**src/rtl/bcpg_pkg.sv**
```systemverilog
// Package with shared types and constants of the background cell pixel generator.
package bcpg_pkg;

  localparam int unsigned CellColumnsDef = 32;
  localparam int unsigned CellRowsDef    = 16;

  localparam int unsigned CfgIndexW = 3;
  localparam int unsigned CfgDataW  = 4;
  localparam int unsigned ColourW   = 4;

  // Configuration register indexes.
  typedef enum logic [CfgIndexW-1:0] {
    REG_DISPLAY_MODE   = 3'd0,
    REG_INVERT_COLUMNS = 3'd1,
    REG_INVERT_ROWS    = 3'd2,
    REG_SPLIT_COLUMN   = 3'd3,
    REG_SPLIT_ROW      = 3'd4,
    REG_GRAPHICS_FORE  = 3'd5,
    REG_GRAPHICS_BACK  = 3'd6,
    REG_BACK_COLOUR    = 3'd7
  } reg_index_e;

  // Display modes.
  typedef enum logic [1:0] {
    MODE_NONE_A = 2'd0,
    MODE_SEMI   = 2'd1,
    MODE_NONE_B = 2'd2,
    MODE_BLOCK  = 2'd3
  } display_mode_e;

  typedef struct packed {
    display_mode_e        display_mode;
    logic                 invert_columns;
    logic                 invert_rows;
    logic [3:0]           split_column;
    logic [3:0]           split_row;
    logic [ColourW-1:0]   graphics_fore;
    logic [ColourW-1:0]   graphics_back;
    logic [ColourW-1:0]   back_colour;
  } cfg_t;

endpackage

```
**src/rtl/background_cell_pixel_generator.sv**
```systemverilog
// Top level of the background cell pixel generator: name table, pipeline and config.
//
//   Channel | Direction | Handshake              | Payload
//   --------+-----------+------------------------+--------------------------------------
//   in      | input     | in_valid_i / in_stall_o | req_type, cell_address, cell_byte,
//           |           |                        | pixel_x, pixel_y
//   out     | output    | out_valid_o/out_stall_i | pixel_colour
//   cfg     | input     | cfg_wr_en_i            | cfg_index_i, cfg_data_i
//
// One transfer can be taken on the input in every cycle that it is not
// stalled. A name table write lands in the memory at the edge of its
// transfer. A pixel query reads the name table at its transfer edge into a
// registered read stage, and its colour reaches the output register when the
// read stage moves on. Reset clears the configuration registers and the valid
// bits; the name table has no reset and must be written before it is read. A
// stalled output holds its result, and the input stalls only when the read
// stage is also full and cannot move on.
module background_cell_pixel_generator
  import bcpg_pkg::*;
#(
  parameter int unsigned CellColumns = CellColumnsDef,
  parameter int unsigned CellRows    = CellRowsDef
) (
  input  logic                 clk_i,
  input  logic                 rst_ni,

  input  logic                 in_valid_i,
  output logic                 in_stall_o,
  input  logic                 req_type_i,
  input  logic [8:0]           cell_address_i,
  input  logic [7:0]           cell_byte_i,
  input  logic [7:0]           pixel_x_i,
  input  logic [7:0]           pixel_y_i,

  output logic                 out_valid_o,
  input  logic                 out_stall_i,
  output logic [ColourW-1:0]   pixel_colour_o,

  input  logic                 cfg_wr_en_i,
  input  logic [CfgIndexW-1:0] cfg_index_i,
  input  logic [CfgDataW-1:0]  cfg_data_i
);

  localparam int unsigned TableSize = CellColumns * CellRows;
  localparam int unsigned TableAw   = (TableSize > 1) ? $clog2(TableSize) : 1;

  // Configuration registers.
  cfg_t cfg_q;

  always_ff @(posedge clk_i or negedge rst_ni) begin
    if (!rst_ni) begin
      cfg_q <= '0;
    end else if (cfg_wr_en_i) begin
      unique case (reg_index_e'(cfg_index_i))
        REG_DISPLAY_MODE:   cfg_q.display_mode   <= display_mode_e'(cfg_data_i[1:0]);
        REG_INVERT_COLUMNS: cfg_q.invert_columns <= cfg_data_i[0];
        REG_INVERT_ROWS:    cfg_q.invert_rows    <= cfg_data_i[0];
        REG_SPLIT_COLUMN:   cfg_q.split_column   <= cfg_data_i;
        REG_SPLIT_ROW:      cfg_q.split_row      <= cfg_data_i;
        REG_GRAPHICS_FORE:  cfg_q.graphics_fore  <= cfg_data_i;
        REG_GRAPHICS_BACK:  cfg_q.graphics_back  <= cfg_data_i;
        REG_BACK_COLOUR:    cfg_q.back_colour    <= cfg_data_i;
        default: begin
        end
      endcase
    end
  end

  // Flow control: the output register frees when empty or taken, and the
  // read stage moves on when empty or when the output register frees.
  logic out_valid_q;
  logic rd_valid_q;
  logic out_adv;
  logic rd_adv;
  logic in_xfer;
  logic query_xfer;
  logic write_xfer;

  assign out_adv    = !out_valid_q || !out_stall_i;
  assign rd_adv     = !rd_valid_q || out_adv;
  assign in_stall_o = !rd_adv;
  assign in_xfer    = in_valid_i && rd_adv;
  assign query_xfer = in_xfer && req_type_i;
  assign write_xfer = in_xfer && !req_type_i;

  // Name table addressing. Writes beyond the table are dropped. A query off
  // the grid still reads some entry, but its byte is not used.
  logic [31:0]        wr_addr_wide;
  logic [31:0]        rd_addr_wide;
  logic               wr_in_range;
  logic [TableAw-1:0] wr_idx;
  logic [TableAw-1:0] rd_idx;

  assign wr_addr_wide = 32'(cell_address_i);
  assign wr_in_range  = wr_addr_wide < 32'(TableSize);
  assign wr_idx       = wr_addr_wide[TableAw-1:0];
  assign rd_addr_wide = 32'(pixel_y_i[7:4]) * 32'(CellColumns) + 32'(pixel_x_i[7:3]);
  assign rd_idx       = rd_addr_wide[TableAw-1:0];

  logic [7:0] name_table_q [TableSize];
  logic [7:0] rd_byte_q;

  always_ff @(posedge clk_i) begin
    if (write_xfer && wr_in_range) begin
      name_table_q[wr_idx] <= cell_byte_i;
    end
  end

  always_ff @(posedge clk_i) begin
    if (query_xfer) begin
      rd_byte_q <= name_table_q[rd_idx];
    end
  end

  // Read stage: pixel coordinates travel alongside the table read.
  logic [7:0] rd_pixel_x_q;
  logic [7:0] rd_pixel_y_q;

  always_ff @(posedge clk_i or negedge rst_ni) begin
    if (!rst_ni) begin
      rd_valid_q <= 1'b0;
    end else if (rd_adv) begin
      rd_valid_q <= query_xfer;
    end
  end

  always_ff @(posedge clk_i) begin
    if (query_xfer) begin
      rd_pixel_x_q <= pixel_x_i;
      rd_pixel_y_q <= pixel_y_i;
    end
  end

  // Colour decision between the read stage and the output register.
  logic [ColourW-1:0] colour_d;
  logic [ColourW-1:0] colour_q;

  bcpg_colour #(
    .CellColumns (CellColumns),
    .CellRows    (CellRows)
  ) u_colour (
    .cfg_i          (cfg_q),
    .pixel_x_i      (rd_pixel_x_q),
    .pixel_y_i      (rd_pixel_y_q),
    .cell_byte_i    (rd_byte_q),
    .pixel_colour_o (colour_d)
  );

  always_ff @(posedge clk_i or negedge rst_ni) begin
    if (!rst_ni) begin
      out_valid_q <= 1'b0;
    end else if (out_adv) begin
      out_valid_q <= rd_valid_q;
    end
  end

  always_ff @(posedge clk_i) begin
    if (out_adv && rd_valid_q) begin
      colour_q <= colour_d;
    end
  end

  assign out_valid_o    = out_valid_q;
  assign pixel_colour_o = colour_q;

endmodule

```
**src/rtl/bcpg_colour.sv**
```systemverilog
// Colour decision for one queried pixel from its cell byte and the configuration.
module bcpg_colour
  import bcpg_pkg::*;
#(
  parameter int unsigned CellColumns = CellColumnsDef,
  parameter int unsigned CellRows    = CellRowsDef
) (
  input  cfg_t               cfg_i,
  input  logic [7:0]         pixel_x_i,
  input  logic [7:0]         pixel_y_i,
  input  logic [7:0]         cell_byte_i,
  output logic [ColourW-1:0] pixel_colour_o
);

  logic [4:0] cell_col;
  logic [3:0] cell_row;
  logic       off_grid;
  logic       text_x;
  logic       text_y;
  logic [2:0] quadrant;

  assign cell_col = pixel_x_i[7:3];
  assign cell_row = pixel_y_i[7:4];
  assign off_grid = (32'(cell_col) >= 32'(CellColumns)) || (32'(cell_row) >= 32'(CellRows));
  assign text_x   = (cell_col < {cfg_i.split_column, 1'b0}) != cfg_i.invert_columns;
  assign text_y   = (cell_row < cfg_i.split_row) != cfg_i.invert_rows;
  // Quadrant row from pixel row bits 3:2, quadrant column from pixel column bit 2.
  // The cell byte bit is 7 minus the quadrant number, which is its inverse.
  assign quadrant = {pixel_y_i[3:2], pixel_x_i[2]};

  always_comb begin
    pixel_colour_o = cfg_i.back_colour;
    if (!off_grid && !(text_x && text_y)) begin
      unique case (cfg_i.display_mode)
        MODE_SEMI: begin
          pixel_colour_o = cell_byte_i[~quadrant] ? cfg_i.graphics_fore : cfg_i.graphics_back;
        end
        MODE_BLOCK: begin
          pixel_colour_o = pixel_y_i[3] ? cell_byte_i[3:0] : cell_byte_i[7:4];
        end
        MODE_NONE_A, MODE_NONE_B: begin
          pixel_colour_o = cfg_i.back_colour;
        end
        default: begin
          pixel_colour_o = cfg_i.back_colour;
        end
      endcase
    end
  end

endmodule
```
**config.mk**
```make
export PLATFORM = sky130hd
export DESIGN_NAME = background_cell_pixel_generator
export DESIGN_NICKNAME = d
export VERILOG_FILES = /design/src/rtl/bcpg_pkg.sv /design/src/rtl/background_cell_pixel_generator.sv /design/src/rtl/bcpg_colour.sv
export SDC_FILE = /design/constraint.sdc
export NUM_CORES = 2
export LEC_CHECK = 0
export BUFFER_PORTS_ARGS = -buffer_cell sky130_fd_sc_hd__buf_2
export CORE_MARGIN = 2
export CORE_UTILIZATION = 57
export CTS_CLUSTER_SIZE = 16
export DETAILED_ROUTE_END_ITERATION = 10
export PLACE_DENSITY_LB_ADDON = 0.05
export SLEW_MARGIN = 20
export SYNTH_ARGS = -nofsm -noshare
export SYNTH_HDL_FRONTEND = slang
export SYNTH_SLANG_ARGS = --single-unit
```
**constraint.sdc**
```tcl
create_clock -name clk_i -period 2.4 [get_ports clk_i]
set_input_delay 0.48 -clock clk_i [delete_from_list [all_inputs] [get_ports clk_i]]
set_output_delay 0.48 -clock clk_i [all_outputs]
set_load 0.05 [all_outputs]
```
# Word level (Yosys, flattened, before mapping)
# Memories as Yosys holds them, arrays and structs flattened. A register that Yosys moved wholly into a read port is not among the register bits.
# Index checks and enable logic that the tools add are counted.
# classes
eq_ne	12
n_mux	8
magnitude_cmp	4
n_addsub	1
bitwise	1
n_reduce_logical	24
# ops
op	count
$reduce_and A2 Y1	8
$eq A3 B3 Y1 const B	4
$mux W4	3
$pmux W4 S3	1
$lt A9 B10 Y1 const B	1
$add A9 B5 Y9	1
$eq A3 B2 Y1 const B	2
$logic_and A1 B1 Y1	6
$logic_not A1 Y1	5
$lt A5 B5 Y1	1
$eq A2 B2 Y1 const B	2
$lt A3 B4 Y1 const B	1
$lt A4 B4 Y1	1
$bmux W1 S3	1
$eq A3 B1 Y1 const B	1
$logic_not A3 Y1	1
$mux W1	3
$not A3 Y3	1
$eq A2 B1 Y1 const B	1
$logic_not A2 Y1	1
$logic_or A1 B1 Y1	2
$ne A1 B1 Y1	2
$reduce_or A2 Y1	1
# word_totals
input_bits	46
mem_bits_rw	4096
n_memories	1
register_bits	46
# memory_table
memory	depth	width	read_ports	rd_clocked_by_memory_dff	write_ports	line_no	source
name_table_q	512	8	1	1	1	background_cell_pixel_generator.sv:100	logic [7:0] name_table_q [TableSize];

# Longest topological paths before layout
# logic_depth
depth_word	8
ltp_mapped	14
ltp_nobuf	8

# Hierarchy
# From an unflattened synthesis, not the netlist that was laid out.
# hier_totals
cells_unflattened	8276
hier_area_um2	162841.2
# modules_own_cells
mod	cells_each	n_inst	area_each_um2
background_cell_pixel_generator	8219	1	162367.0
bcpg_colour	57	1	474.2

# Worst setup path after synthesis
# OpenSTA, ideal clock, no wires.
# synth_path
path_kind	input port to flip-flop
from	input port pixel_x_i[3]
to	register rd_byte_q[1], read port of name_table_q (data pin)
path_slack_ps	-362
path_buffers	3
arrival_time_ps	2507
cell_stages	8
t_required_ps	2145
path_cell_list	buf_6 buf_8 buf_2 mux4_2 mux4_2 a211oi_1 a2111oi_0 and3_1
# synth_between
elab_chain_cells	1
# synth_lines
item	line_no	source
from (decl)	background_cell_pixel_generator.sv:32	input logic [7:0] pixel_x_i,
$add A9 B5 Y9	background_cell_pixel_generator.sv:97	assign rd_addr_wide = 32'(pixel_y_i[7:4]) * 32'(CellColumns) + 32'(pixel_x_i[7:3]);
to (decl)	background_cell_pixel_generator.sv:101	logic [7:0] rd_byte_q;
# Every way passes these cells.
# A chain may end at the register's enable or synchronous reset.

# Final worst setup path
# layout_path
from	input port pixel_x_i[4]
to	register rd_byte_q[0], read port of name_table_q (data pin)
# The elaborated chain is that of the path after synthesis.

==> results.toml <==
[status]
status = "finished with violations"
violations = "negative setup slack"

[sta]
fin_crit_sh = 1.135
tightest_slew_ps = 1219
post-route-min-period_ps = 2723
setup_viol = 8
slew_violations = 0
setup_slack_ps = -323.4
slew-limit-headroom = 0.1785
setup_tns_ps = -1470
holdWs_ps = 73.19
rsz0062_at_grt = "true"
max_freq_mhz = 367.2
skew_ps = 38.83
finalHoldViolCount = 0

[global_routing]
grt_pass1_vias = 90250
grt_max_degree = 109
grtUsageTotal = 0.3169
grt_pass1_wl_um = 657900
antenna_found_initial = 28
overflow = 0

[routing]
via_per_inst = 6.440
ant_nets = 0
wl_um = 463900
wire_per_inst_um = 32.77
routed.top_layer = "met5"
met3RoutedLength_um = 46990
first_pass_iters = 6
dr_wl_met2_um = 217500
drt_iter0_drc = 12780
met1_length_um = 183000
dr_total_vias = 91170
drc = 0

[clock_tree]
cts_root_buffer = "clkbuf_16"
cts_buffers = 415
cts.sinks = 4145
clockBufferDepth = 4
cts_tree = "yes"
clk_latency_ps = 950
h-tree-depth = 5
clk_pin_slew_worst_paths_ps = 60

[setup_path]
cp-start-kind = "primary input"
cp.required_ps = 3110
reg2reg_from = "name_table_q[178][0]"
reg2reg_slack_ps = -190
cp.arrival_ps = 3430
cp-end-kind = "register"
reg2reg_to = "rd_byte_q[0]"
cp_max_fo = 24
path_class = "primary input to register"
reg2reg_depth = 10

[layout]
area_delta_synth_final_pct = 20.84
final_cells = 14160
fillCellCount = 18100
drive_above_1_share = 0.3364
regArea_um2 = 124300
multi_input_area_um2 = 37620
fin_util = 0.6934
fin_nets = 10100

[pwr]
combPwrFrac = 0.063
p_seq_frac = 0.520
clockPowerShare = 0.417
swShare = 0.2169
ir_worst_vdd_mv = 0.6749
power_switching_mw = 33.28
power_density_nw_per_um2 = 774.3
p_int_mw = 120.1
p_leak_nw = 67.28

[die]
initial_core_util = 0.5738
die_w_um = 540.3
num_rows = 196
core_um2 = 285700
fp.dieH_um = 540.3
io_pins = 52
die_area_um2 = 291900

[yosys]
syn_avg_cell_area_um2 = 19.87
yosysWarnings = 0
syn_nets = 8304
synth_cells = 8252
ys_ff_latch = 4145
yosysSeqAreaShare = 0.7585
synth_cell_types = 84
synth-edff-count = 4119
synthFlopType = "edfxtp_1"
async_flop_share = 0.006273
netlist_area_um2 = 163900

[run]
maxCapViolCount = 0

[placed_design]
dp_hpwl_um = 304500
io_buffers = 47
place_inst = 13320
gp_congestion = 0.9510
post-place-ws_ps = -2066

[hold_path]
worstHoldPathType = "primary input to asynchronous set/reset pin"
## cells by family (layout without fill, tap and decap cells)
family / Yosys count / after routing / synth area share
and+or+nand+nor: 1291 / 1291 / 0.03532
buffers and inverters: 520 / 2653 / 0.02331
other: 0 / 9 / 0
muxes: 1451 / 1451 / 0.1463
xor gates and xnor gates: 2 / 2 / 0.0001069
AOI/OAI and AO/OA: 837 / 837 / 0.03608
adders and majority gates: 6 / 6 / 0.0004579
DFF: 4145 / 4145 / 0.7585
## routing by layer
layer,global-route usage,vias to the layer above
li1,-,37860
met1,0.4621,47740
met4,0.1012,2
met5,0,-
met3,0.05716,771
met2,0.4921,4793
## synth_stat cells (8+ instances only)
master / count / share of area
edfxtp_1: 4119 / 0.75
mux2i_1: 673 / 0.041
nor2_1: 667 / 0.015
mux4_2: 601 / 0.083
o221ai_1: 212 / 0.011
nand2_1: 196 / 0.0045
o22ai_1: 193 / 0.0074
clkbuf_1: 180 / 0.0041
nor3_1: 140 / 0.0043
mux4_1: 114 / 0.018
a21oi_1: 111 / 0.0034
buf_2: 95 / 0.0029
o21ai_0: 95 / 0.0029
nor4_1: 75 / 0.0029
buf_8: 64 / 0.0059
mux2_2: 63 / 0.0043
buf_6: 58 / 0.0040
a211oi_1: 57 / 0.0026
nand3_1: 53 / 0.0016
buf_1: 38 / 0.00087
buf_4: 36 / 0.0016
nand4_1: 34 / 0.0013
a31oi_1: 26 / 0.00099
dfrtp_1: 26 / 0.0040
a22oi_1: 23 / 0.0011
a2111oi_0: 21 / 0.0011
buf_12: 20 / 0.0024
o21a_1: 19 / 0.00087
nor2b_1: 16 / 0.00061
or2_2: 16 / 0.00061
or3_1: 14 / 0.00053
a21o_1: 12 / 0.00055
and3_1: 12 / 0.00046
nand2b_1: 11 / 0.00042
clkbuf_8: 10 / 0.00084
nand4b_1: 10 / 0.00053
nor4b_1: 9 / 0.00048
o31ai_1: 9 / 0.00041
or4_1: 9 / 0.00041
a222oi_1: 8 / 0.00049
inv_1: 8 / 0.00018
## how the worst max path moves through the flow
| stage | slack, ps | endpoint | depth (start not counted) | startpoint |
|---|---|---|---|---|
| finish | -320 | rd_byte_q[0] | 11 | pixel_x_i[4] |
| global route | -250 | rd_byte_q[0] | 9 | name_table_q[375][0] |
| CTS | -170 | rd_byte_q[0] | 10 | name_table_q[335][0] |
| detailed placement | -2070 | rd_byte_q[0] | 13 | pixel_x_i[3] |
| global placement | -2330 | rd_byte_q[7] | 11 | pixel_x_i[4] |
| floorplan | -180 | rd_byte_q[5] | 12 | pixel_x_i[3] |
## through the flow
stage	cell area, um^2	total power, mW
floorplan	164300	85.57
finish	198100	153.4
global route	198100	157.1
global placement	181800	90.15
CTS	197200	153.8
detailed placement	181800	90.28
## placed cells by master (no fill, tap or decap), drive strengths merged, types with 16 or more instances in the layout
cell / n
a211oi: 57
o21ai: 95
mux2i: 673
clkinvlp: 16
bufinv: 41
buf: 1846
clkinv: 195
o22ai: 196
a2111oi: 24
nor2b: 16
clkbuf: 498
dfrtp: 26
a31oi: 26
mux4: 715
o21a: 19
inv: 25
or2: 16
a21oi: 111
dlygate4sd3: 23
nand2: 196
edfxtp: 4119
nand4: 34
nor3: 140
nand3: 53
nor2: 668
mux2: 63
o221ai: 213
nor4: 75
a22oi: 23
## critical path, cell delays in order
cell       delay (ps)
buf_12            150
buf_12            160
nand2b_4          100
buf_4             170
buf_12            200
buf_4             340
o221ai_1          170
buf_4             170
o21ai_0           940
a2111oi_4         260
and3_4            240
## power by group through the flow
| stage | clock network [mW] | registers, mW | logic [mW] |
|---|---|---|---|
| finish | 63.9 | 79.8 | 9.65 |
| global route | 67.3 | 79.8 | 10.0 |
| CTS | 64.6 | 79.8 | 9.40 |
| detailed placement | 0 | 81.4 | 8.92 |
| global placement | 0 | 81.3 | 8.80 |
| floorplan | 0 | 81.4 | 4.18 |
## registers in the layout, indices dropped and copies added, names as in the netlist
name            flops
rd_valid_q          1
rd_byte_q           8
rd_pixel_x_q        5
out_valid_o         1
pixel_colour_o      4
cfg_q              24
name_table_q     4096
rd_pixel_y_q        6
## layout make-up
cell class                      count  share of cell area
Antenna cell                        9           0.0001137
Clock buffer                      492             0.05463
Clock inverter                    266             0.01253
Inverter                           11           0.0002716
Multi-Input combinational cell   3587              0.1899
Sequential cell                  4145              0.6277
Tap cell                         3762             0.02376
Timing Repair Buffer             1884             0.09115
## what timing repair did
action | CTS | global route
gates resized for setup | 287 | 140
endpoints found under the hold margin | 194 | 0
buffers inserted | 14 | 23
gates cloned | 12 | 4
pin swaps | 75 | 45
endpoints found under the setup margin | 8 | 137
hold buffers | 23 | 0
(Power assumes the default switching activity.)
